<file path="config.mk">
export PLATFORM = sky130hd
export DESIGN_NAME = imu_frame_parser_yaw_unwrap
export DESIGN_NICKNAME = d
export VERILOG_FILES = /design/src/rtl/imufp_pkg.sv /design/src/rtl/imufp_unwrap.sv /design/src/rtl/imu_frame_parser_yaw_unwrap.sv
export SDC_FILE = /design/constraint.sdc
export NUM_CORES = 1
export LEC_CHECK = 0
export ABC_AREA = 1
export BUFFER_PORTS_ARGS = -buffer_cell sky130_fd_sc_hd__clkbuf_2
export CORE_ASPECT_RATIO = 0.75
export CORE_MARGIN = 10
export CORE_UTILIZATION = 59
export DETAILED_ROUTE_END_ITERATION = 10
export GPL_TIMING_DRIVEN = 0
export HOLD_SLACK_MARGIN = 0.05
export PLACE_DENSITY = 0.78
export SLEW_MARGIN = 10
export SYNTH_ARGS = -nofsm -noshare
export SYNTH_HDL_FRONTEND = slang
export SYNTH_SLANG_ARGS = --single-unit
</file>
<file path="constraint.sdc">
create_clock -name i_clk -period 7.1 [get_ports i_clk]
set_clock_uncertainty 0.1 [all_clocks]
set_input_delay 0.355 -clock i_clk [delete_from_list [all_inputs] [get_ports i_clk]]
set_output_delay 0.355 -clock i_clk [all_outputs]
set_load 0.05 [all_outputs]
</file>
<file path="src/rtl/imufp_pkg.sv">
`timescale 1ns / 1ps

package imufp_pkg;

    // Frame geometry defaults
    localparam int PACKET_BYTES_DEF       = 11;
    localparam int PACKETS_PER_BUFFER_DEF = 3;

    // Fixed packet layout: bytes 2..9 carry the four data words
    localparam int POS_TYPE      = 1;
    localparam int POS_DATA_LO   = 2;
    localparam int POS_DATA_LAST = 9;

    // Configuration register indexes
    localparam int CFG_IDX_W = 3;
    localparam logic [CFG_IDX_W-1:0] REG_HEAD_BYTE      = 3'd0;
    localparam logic [CFG_IDX_W-1:0] REG_GYRO_TYPE      = 3'd1;
    localparam logic [CFG_IDX_W-1:0] REG_ANGLE_TYPE     = 3'd2;
    localparam logic [CFG_IDX_W-1:0] REG_QUAT_TYPE      = 3'd3;
    localparam logic [CFG_IDX_W-1:0] REG_WRAP_THRESHOLD = 3'd4;

    // Configuration reset values
    localparam logic [7:0]  HEAD_BYTE_RST      = 8'd85;
    localparam logic [7:0]  GYRO_TYPE_RST      = 8'd82;
    localparam logic [7:0]  ANGLE_TYPE_RST     = 8'd83;
    localparam logic [7:0]  QUAT_TYPE_RST      = 8'd89;
    localparam logic [15:0] WRAP_THRESHOLD_RST = 16'd54613;

    // Packet kind codes on the result
    localparam logic [1:0] KIND_RATE  = 2'd0;
    localparam logic [1:0] KIND_ANGLE = 2'd1;
    localparam logic [1:0] KIND_QUAT  = 2'd2;

    // Request into the yaw unwrap unit
    typedef struct packed {
        logic        en;
        logic [15:0] yaw;
        logic [15:0] thr;
    } t_unwrap_req;

endpackage

</file>
<file path="src/rtl/imufp_unwrap.sv">
`timescale 1ns / 1ps

module imufp_unwrap (
    input  logic                     i_clk,
    input  logic                     i_rst_n,
    input  imufp_pkg::t_unwrap_req   i_req,
    output logic signed [31:0]       o_yaw_cont
);

    logic signed [15:0] r_last;
    logic signed [15:0] r_count;
    logic signed [15:0] n_count;
    logic signed [16:0] diff;
    logic signed [16:0] thr_pos;
    logic signed [16:0] thr_neg;
    logic signed [32:0] sum;

    // Jump against the previous yaw, exact in 17 bits
    always_comb begin
        diff    = {i_req.yaw[15], i_req.yaw} - {r_last[15], r_last};
        thr_pos = $signed({1'b0, i_req.thr});
        thr_neg = 17'sd0 - thr_pos;
        n_count = r_count;
        if (diff > thr_pos && r_count != 16'sh8000) begin
            n_count = r_count - 16'sd1;
        end
        if (diff < thr_neg && r_count != 16'sh7FFF) begin
            n_count = r_count + 16'sd1;
        end
        sum = $signed({n_count[15], n_count, 16'h0000})
            + $signed({{17{i_req.yaw[15]}}, i_req.yaw});
    end

    // Saturate to 32 bits
    always_comb begin
        if (sum[32] != sum[31]) begin
            o_yaw_cont = sum[32] ? 32'sh8000_0000 : 32'sh7FFF_FFFF;
        end else begin
            o_yaw_cont = sum[31:0];
        end
    end

    always_ff @(posedge i_clk) begin
        if (!i_rst_n) begin
            r_last  <= '0;
            r_count <= '0;
        end else if (i_req.en) begin
            r_last  <= i_req.yaw;
            r_count <= n_count;
        end
    end

endmodule

</file>
<file path="src/rtl/imu_frame_parser_yaw_unwrap.sv">
`timescale 1ns / 1ps

// A result appears on the master side in the cycle after packet byte 9 is accepted.
// Throughput: one byte per cycle while the master side is not stalled; the per-byte parse
// and yaw unwrap are combinational between the byte transfer and the output register.
// Reset (synchronous, active low) restores register defaults, clears the parser
// position, abort flag, rotation count and last yaw, and empties the output register.
module imu_frame_parser_yaw_unwrap #(
    parameter int PACKET_BYTES       = imufp_pkg::PACKET_BYTES_DEF,
    parameter int PACKETS_PER_BUFFER = imufp_pkg::PACKETS_PER_BUFFER_DEF
) (
    input  logic                              i_clk,
    input  logic                              i_rst_n,
    // byte stream in
    input  logic                              i_s_tvalid,
    output logic                              o_s_tready,
    input  logic [7:0]                        i_s_tdata,  // rx_byte
    input  logic [0:0]                        i_s_tuser,  // buffer_start
    // result stream out
    output logic                              o_m_tvalid,
    input  logic                              i_m_tready,
    output logic [95:0]                       o_m_tdata,  // word_a, word_b, word_c,
                                                          // word_d, yaw_continuous
    output logic [1:0]                        o_m_tuser,  // packet_kind
    // configuration writes
    input  logic                              i_cfg_valid,
    output logic                              o_cfg_ready,
    input  logic [imufp_pkg::CFG_IDX_W-1:0]   i_cfg_index,
    input  logic [15:0]                       i_cfg_data
);

    localparam int POS_W = $clog2(PACKET_BYTES);
    localparam int IDX_W = $clog2(PACKETS_PER_BUFFER + 1);

    // Configuration registers
    logic [7:0]  r_head;
    logic [7:0]  r_gyro;
    logic [7:0]  r_angle;
    logic [7:0]  r_quat;
    logic [15:0] r_thr;

    assign o_cfg_ready = 1'b1;

    always_ff @(posedge i_clk) begin
        if (!i_rst_n) begin
            r_head  <= imufp_pkg::HEAD_BYTE_RST;
            r_gyro  <= imufp_pkg::GYRO_TYPE_RST;
            r_angle <= imufp_pkg::ANGLE_TYPE_RST;
            r_quat  <= imufp_pkg::QUAT_TYPE_RST;
            r_thr   <= imufp_pkg::WRAP_THRESHOLD_RST;
        end else if (i_cfg_valid && o_cfg_ready) begin
            case (i_cfg_index)
                imufp_pkg::REG_HEAD_BYTE:      r_head  <= i_cfg_data[7:0];
                imufp_pkg::REG_GYRO_TYPE:      r_gyro  <= i_cfg_data[7:0];
                imufp_pkg::REG_ANGLE_TYPE:     r_angle <= i_cfg_data[7:0];
                imufp_pkg::REG_QUAT_TYPE:      r_quat  <= i_cfg_data[7:0];
                imufp_pkg::REG_WRAP_THRESHOLD: r_thr   <= i_cfg_data;
                default: ;
            endcase
        end
    end

    // Parser state
    logic [POS_W-1:0] r_pos, n_pos, pos_e;
    logic [IDX_W-1:0] r_idx, n_idx, idx_e;
    logic             r_abort, n_abort, abort_e;
    logic [7:0]       r_type, n_type;
    logic [7:0]       r_hold, n_hold;
    logic [15:0]      r_words [4];
    logic [15:0]      n_words [4];
    logic [POS_W-1:0] data_off;
    logic [7:0]       rx;
    logic             active;
    logic             emit;
    logic [1:0]       kind;
    logic             accept;

    // Output register
    logic                r_out_valid;
    logic [1:0]          r_out_kind;
    logic [15:0]         r_out_a, r_out_b, r_out_c, r_out_d;
    logic signed [31:0]  r_out_yaw;

    imufp_pkg::t_unwrap_req unwrap_req;
    logic signed [31:0]     yaw_cont;

    assign accept     = i_s_tvalid && o_s_tready;
    assign o_s_tready = !r_out_valid || i_m_tready;
    assign rx         = i_s_tdata;

    // Next parser state for the byte on the input
    always_comb begin
        pos_e    = i_s_tuser[0] ? '0   : r_pos;
        idx_e    = i_s_tuser[0] ? '0   : r_idx;
        abort_e  = i_s_tuser[0] ? 1'b0 : r_abort;
        active   = !abort_e && (idx_e < IDX_W'(PACKETS_PER_BUFFER));
        data_off = pos_e - POS_W'(imufp_pkg::POS_DATA_LO);
        n_pos    = pos_e;
        n_idx    = idx_e;
        n_abort  = abort_e;
        n_type   = r_type;
        n_hold   = r_hold;
        n_words  = r_words;
        emit     = 1'b0;
        kind     = imufp_pkg::KIND_RATE;

        // Type precedence: rate, then angle, then quaternion
        if (r_type == r_gyro) begin
            kind = imufp_pkg::KIND_RATE;
        end else if (r_type == r_angle) begin
            kind = imufp_pkg::KIND_ANGLE;
        end else begin
            kind = imufp_pkg::KIND_QUAT;
        end

        if (active) begin
            if (pos_e == '0 && rx != r_head) begin
                n_abort = 1'b1;
            end else begin
                if (pos_e == POS_W'(imufp_pkg::POS_TYPE)) begin
                    n_type = rx;
                end else if (pos_e >= POS_W'(imufp_pkg::POS_DATA_LO) &&
                             pos_e <= POS_W'(imufp_pkg::POS_DATA_LAST)) begin
                    if (!data_off[0]) begin
                        n_hold = rx;
                    end else begin
                        n_words[data_off[2:1]] = {rx, r_hold};
                    end
                    if (pos_e == POS_W'(imufp_pkg::POS_DATA_LAST)) begin
                        emit = (r_type == r_gyro) || (r_type == r_angle) ||
                               (r_type == r_quat);
                    end
                end
                if (pos_e == POS_W'(PACKET_BYTES - 1)) begin
                    n_pos = '0;
                    n_idx = idx_e + IDX_W'(1);
                end else begin
                    n_pos = pos_e + POS_W'(1);
                end
            end
        end
    end

    always_ff @(posedge i_clk) begin
        if (!i_rst_n) begin
            r_pos   <= '0;
            r_idx   <= '0;
            r_abort <= 1'b0;
        end else if (accept) begin
            r_pos   <= n_pos;
            r_idx   <= n_idx;
            r_abort <= n_abort;
        end
    end

    // Packet payload, always written before byte 9 reads it
    always_ff @(posedge i_clk) begin
        if (accept) begin
            r_type  <= n_type;
            r_hold  <= n_hold;
            r_words <= n_words;
        end
    end

    // Yaw unwrap on angle results
    assign unwrap_req.en  = accept && emit && (kind == imufp_pkg::KIND_ANGLE);
    assign unwrap_req.yaw = r_words[2];
    assign unwrap_req.thr = r_thr;

    imufp_unwrap u_unwrap (
        .i_clk      (i_clk),
        .i_rst_n    (i_rst_n),
        .i_req      (unwrap_req),
        .o_yaw_cont (yaw_cont)
    );

    // Result register
    always_ff @(posedge i_clk) begin
        if (!i_rst_n) begin
            r_out_valid <= 1'b0;
        end else if (accept) begin
            r_out_valid <= emit;
        end else if (i_m_tready) begin
            r_out_valid <= 1'b0;
        end
    end

    always_ff @(posedge i_clk) begin
        if (accept && emit) begin
            r_out_kind <= kind;
            r_out_a    <= r_words[0];
            r_out_b    <= r_words[1];
            r_out_c    <= r_words[2];
            r_out_d    <= (kind == imufp_pkg::KIND_QUAT) ? {rx, r_hold} : 16'h0000;
            r_out_yaw  <= (kind == imufp_pkg::KIND_ANGLE) ? yaw_cont : 32'sd0;
        end
    end

    assign o_m_tvalid = r_out_valid;
    assign o_m_tuser  = r_out_kind;
    assign o_m_tdata  = {r_out_yaw, r_out_d, r_out_c, r_out_b, r_out_a};

`ifndef SYNTHESIS
    a_pos_range: assert property (@(posedge i_clk) disable iff (!i_rst_n)
        r_pos <= POS_W'(PACKET_BYTES - 1))
        else $error("packet byte position out of range");

    a_idx_range: assert property (@(posedge i_clk) disable iff (!i_rst_n)
        r_idx <= IDX_W'(PACKETS_PER_BUFFER))
        else $error("packet index beyond buffer");

    a_word_d_zero: assert property (@(posedge i_clk) disable iff (!i_rst_n)
        (o_m_tvalid && o_m_tuser != imufp_pkg::KIND_QUAT) |-> o_m_tdata[63:48] == 16'h0000)
        else $error("word_d nonzero on a non-quaternion result");

    a_yaw_zero: assert property (@(posedge i_clk) disable iff (!i_rst_n)
        (o_m_tvalid && o_m_tuser != imufp_pkg::KIND_ANGLE) |-> o_m_tdata[95:64] == 32'h0)
        else $error("continuous yaw nonzero on a non-angle result");

    a_emit_after_byte9: assert property (@(posedge i_clk) disable iff (!i_rst_n)
        (o_m_tvalid && !$past(o_m_tvalid)) |-> $past(accept) && $past(r_pos) ==
            ($past(i_s_tuser[0]) ? POS_W'(0) : POS_W'(imufp_pkg::POS_DATA_LAST)))
        else $error("result raised without a byte 9 transfer");
`endif

endmodule

</file>
==> impl.org <==
** Floorplanning
- During I/O placement, the number of pins put on the boundary was 134.
- Die width :: 188.2 um
- Core area :: 0.02101 mm2
- Height of the chip :: 146.1 um
- Standard-cell row count :: 46
- The die covers 0.02750 mm2.
- Initial Utilization :: 59.57%

** Synthesis
- By count the netlist is led by nand2_1 (251), edfxtp_1 (162), nor2_1 (157).
- Ranked by total cell area, the synthesized netlist is headed by edfxtp_1 (39%), dfxtp_1 (14%), nand2_1 (7.5%).
- Post-synth EDFFs :: 162
- Library cell with the largest summed area after synthesis :: edfxtp_1
- When the netlist entered floorplanning its net count stood at 1,442.
- Proportion of netlist area held by the largest area contributor :: 38.87%
- Number of different library cells in the post-synthesis netlist :: 51
- Summing the areas of all fa, ha and maj instances in the mapped netlist gives 7.119% of the synthesized area.
- Sequential cell area fraction in the yosys report :: 52.95%
- In the synthesized netlist the dominant register cell turns out to be edfxtp_1.
- Synthesis inferred 250 register bits.
- After synthesis, the largest family of logic cells by area is simple AND/OR/NAND/NOR gates.
- The cell area that synthesis handed to floorplanning was 0.01251 mm2.
- Share of cell area taken by muxes after synthesis :: 0%
- For this run, the number of Yosys warnings is 0.
- Summing the areas of all compound-gate instances in the mapped netlist gives 8.988% of the synthesized area.
- Synthesized area divided by synthesized cell count :: 9.346 um2
- The cell count after synthesis came out at 1,339.
- Synth async-reset ratio :: 0%
- Yosys instantiated no cell more often than nand2_1.
- Synth Area in Simple Gates :: 19.28%
- Share of the synthesized netlist area taken by xor and xnor gates :: 5.399%

** Placed design
- Once detailed placement completed, the half-perimeter wirelength came to 22.99 mm.
- Input and output buffers added on the ports amount to 132.
- Routability-driven placement finished with a final weighted congestion of 0.9269.

** Global route
- The number of antenna violations at the first check in global routing is 0.
- Global-route wire length before repair :: 49.89 mm
- The total overflow left after global routing is 0.
- The number of global-route vias before repair is 9,374.
- Pin count of the biggest net entering global routing :: 33
- In the global route stage, overall resource usage came out at 21.96%.

** Route
- In the routed design, unresolved DRC markers number 0.
- The pre-antenna-repair detailed-routing pass consisted of 5 iterations.
- Number of violations reported at the end of detailed-routing iteration 0 :: 954
- The routed design has 30.94 mm of wire.
- Number of nets with antenna violations after routing :: 0
- In the final routed layout, each cell accounts on average for 16.98 um.
- Using the TritonRoute via totals, the vias-per-cell ratio works out to 5.387.
- The routed layout has 9,816 vias.

** STA
- Min cycle time layout :: 6.582 ns
- Final setup violation count :: 0
- The worst path uses 92.71% of the clock period.
- TNS Setup :: 0 ns
- Based on the critical path, the design can be clocked at up to 151.9 MHz.
- For the pin with the worst max-slew slack, the measured transition is 1.095 ns.
- Hold Violations, Final :: 0
- Headroom to the max-slew limit came out at 26.45%.
- Worst Hold Margin :: 0.06236 ns
- RSZ-0062 raised after global routing :: no
- Final count of pins violating max slew :: 0

** Pwr
- The analysis attributes to cell leakage a power of 6.327 nW.
- Power per Cell Area :: 207.0 mW/mm2
- IR analysis of the VDD net gives a maximum drop of 172.5 uV.

** Critical path
- Critical path's most frequent cell :: nand2_1
- Worst Path Class, Setup :: reg2reg
- Critical Path Source Type :: register
- Worst setup EP type :: register
- Required arrival time at the worst endpoint :: 7.27 ns
- Standard cell with the maximum stage delay on the critical path :: edfxtp_1
- Largest driver fanout on the critical path :: 10
- Arrival time at the worst endpoint :: 6.75 ns
- On the worst path, the slowest cell contributes a delay of 0.46 ns.

** Clock tree
- Longest Clk Path Bufs :: 3
- Clock sinks :: 250
- Maximum level of the CTS H-tree :: 1
- TritonCTS built the clock tree.
- Buffers inserted during clock tree synthesis total 25.
- Clk Latency, worst-skew pair :: 0.54 ns
- CTS placed an instance of clkbuf_16 at the clock tree root.
- Clock transition time at the flip-flop clock pins of the worst setup and hold paths :: 0.07 ns

** Final layout
- Filler cell count :: 1,610
- The number of antenna diodes in the final layout is 0.
- Fraction of layout cells with a size suffix above 1 :: 15.25%
- After the last flow step, the layout net total stands at 1,620.
- The area growth from synthesis to layout is 16.86%.

** Outcome
- The flow ran to the end, and the final reports show no timing, DRC or antenna violations.

** Hold path
- Type of the worst min-delay path :: in2reg

** Run
- The tool flagged a number of max-cap violations equal to 0.
-- stage by stage --
stage                     std cells  cell area (um2)  util [%]  total power, mW  worst slack, ns
final                          1822            14620     69.61            3.027           0.5177
after floorplan                1339            12510         -            1.667            1.635
after global placement         1759            13540     64.43            1.712           0.1630
after global routing           1822            14620     69.61            3.115         0.009046
after CTS                      1821            14600     69.48            3.037           0.2620
after detailed placement       1764            13640     64.91            1.715           0.3042
-- final cells by class --
cell class / count / area, um2 / area share, %
Clock inverter: 14 / 163.9 / 1.121
Timing Repair Buffer: 151 / 880.8 / 6.023
Sequential cell: 250 / 6626 / 45.31
Inverter: 165 / 620.6 / 4.244
Multi-Input combinational cell: 894 / 5145 / 35.18
Buffer: 30 / 161.4 / 1.104
Tap cell: 288 / 360.3 / 2.464
Clock buffer: 30 / 665.6 / 4.552
-- layer usage --
layer  global-route usage (%)  share of wire (%)  vias up
li1                         -                  -     4864
met1                    32.71                 47     4505
met2                    32.04                 42      408
met3                    5.045                9.5       39
met4                    4.110                1.5        0
met5                        0                  0        -
-- critical path, delay by kind of cell, from the launching register on --
family	cells	cell delay, ns
flip-flops	1	0.46
XOR/XNOR	2	0.42
AO/OA/AOI/OAI	7	1.13
adder cells (fa/ha/maj)	4	1.22
buffers and inverters	6	0.74
AND/OR/NAND/NOR	20	2.23
-- cell families (layout without fill, tap and decap cells) --
group                      count (synthesis)  in the layout
xor gates and xnor gates                  75             75
DFF                                      250            250
AOI/OAI and AO/OA                        198            198
adders and majority gates                 70             70
buffers and inverters                    195            390
other                                      1              1
and+or+nand+nor                          550            550
-- final timing paths --
check / start / end / slack, ns / cells past startpoint
worst max-delay path: r_words[16] / r_out_yaw[21] / 0.52 / 39
worst min-delay path: i_cfg_data[5] / r_gyro[5] / 0.06 / 3
worst max register to register: r_words[16] / r_out_yaw[21] / 0.52 / 39
worst min register to register: r_words[42] / r_out_b[10] / 0.31 / 0
-- sequential cells by signal, summed over array words and instances, names as in the netlist --
| name | flops |
|---|---|
| o_m_tuser | 2 |
| r_out_b | 16 |
| r_out_yaw | 32 |
| r_pos | 4 |
| u_unwrap.r_last | 16 |
| u_unwrap.r_count | 16 |
| r_hold | 8 |
| r_out_a | 16 |
| r_out_c | 16 |
| r_head | 8 |
| r_idx | 2 |
| r_thr | 16 |
| r_words | 48 |
| r_type | 8 |
| r_gyro | 8 |
| o_m_tvalid | 1 |
| r_quat | 8 |
| r_angle | 8 |
| r_out_d | 16 |
| r_abort | 1 |
-- cells in the final DEF, fill, tap and decap left out, drive strengths merged --
| cell | netlist | final |
|---|---|---|
| nor3 | 22 | 22 |
| o211ai | 10 | 10 |
| a21o | 1 | 1 |
| bufinv | 0 | 3 |
| a21oi | 79 | 79 |
| edfxtp | 162 | 162 |
| clkbuf | 16 | 178 |
| a21boi | 2 | 2 |
| o21a | 1 | 1 |
| fa | 2 | 2 |
| clkinv | 3 | 10 |
| nand2 | 254 | 254 |
| nand3b | 1 | 1 |
| buf | 14 | 20 |
| inv | 162 | 164 |
| o31ai | 3 | 3 |
| dlygate4sd3 | 0 | 13 |
| a221oi | 2 | 2 |
| conb | 1 | 1 |
| xor2 | 55 | 55 |
| a31oi | 4 | 4 |
| o21ai | 75 | 75 |
| o21bai | 2 | 2 |
| o221ai | 1 | 1 |
| o2111ai | 2 | 2 |
| nor4 | 8 | 8 |
| clkinvlp | 0 | 2 |
| nor2 | 160 | 160 |
| dfxtp | 88 | 88 |
| xnor2 | 20 | 20 |
| nand4 | 20 | 20 |
| a211oi | 16 | 16 |
| or2 | 4 | 4 |
| nand3 | 80 | 80 |
| and2 | 1 | 1 |
| ha | 68 | 68 |
-- report_power, final --
group          switching [mW]  total, mW  internal, mW
combinational          0.0892      0.137        0.0480
clock                   0.552       1.33         0.781
sequential            0.00921       1.56          1.55
total                   0.651       3.03          2.38
-- timing repair --
action / in CTS / in global routing
endpoints found under the hold margin: 15 / 0
resized for setup: 0 / 7
setup endpoints to repair: 0 / 31
hold buffers: 13 / 0
buffers inserted: 0 / 1
Note: power is estimated with default switching activity, not from simulation.
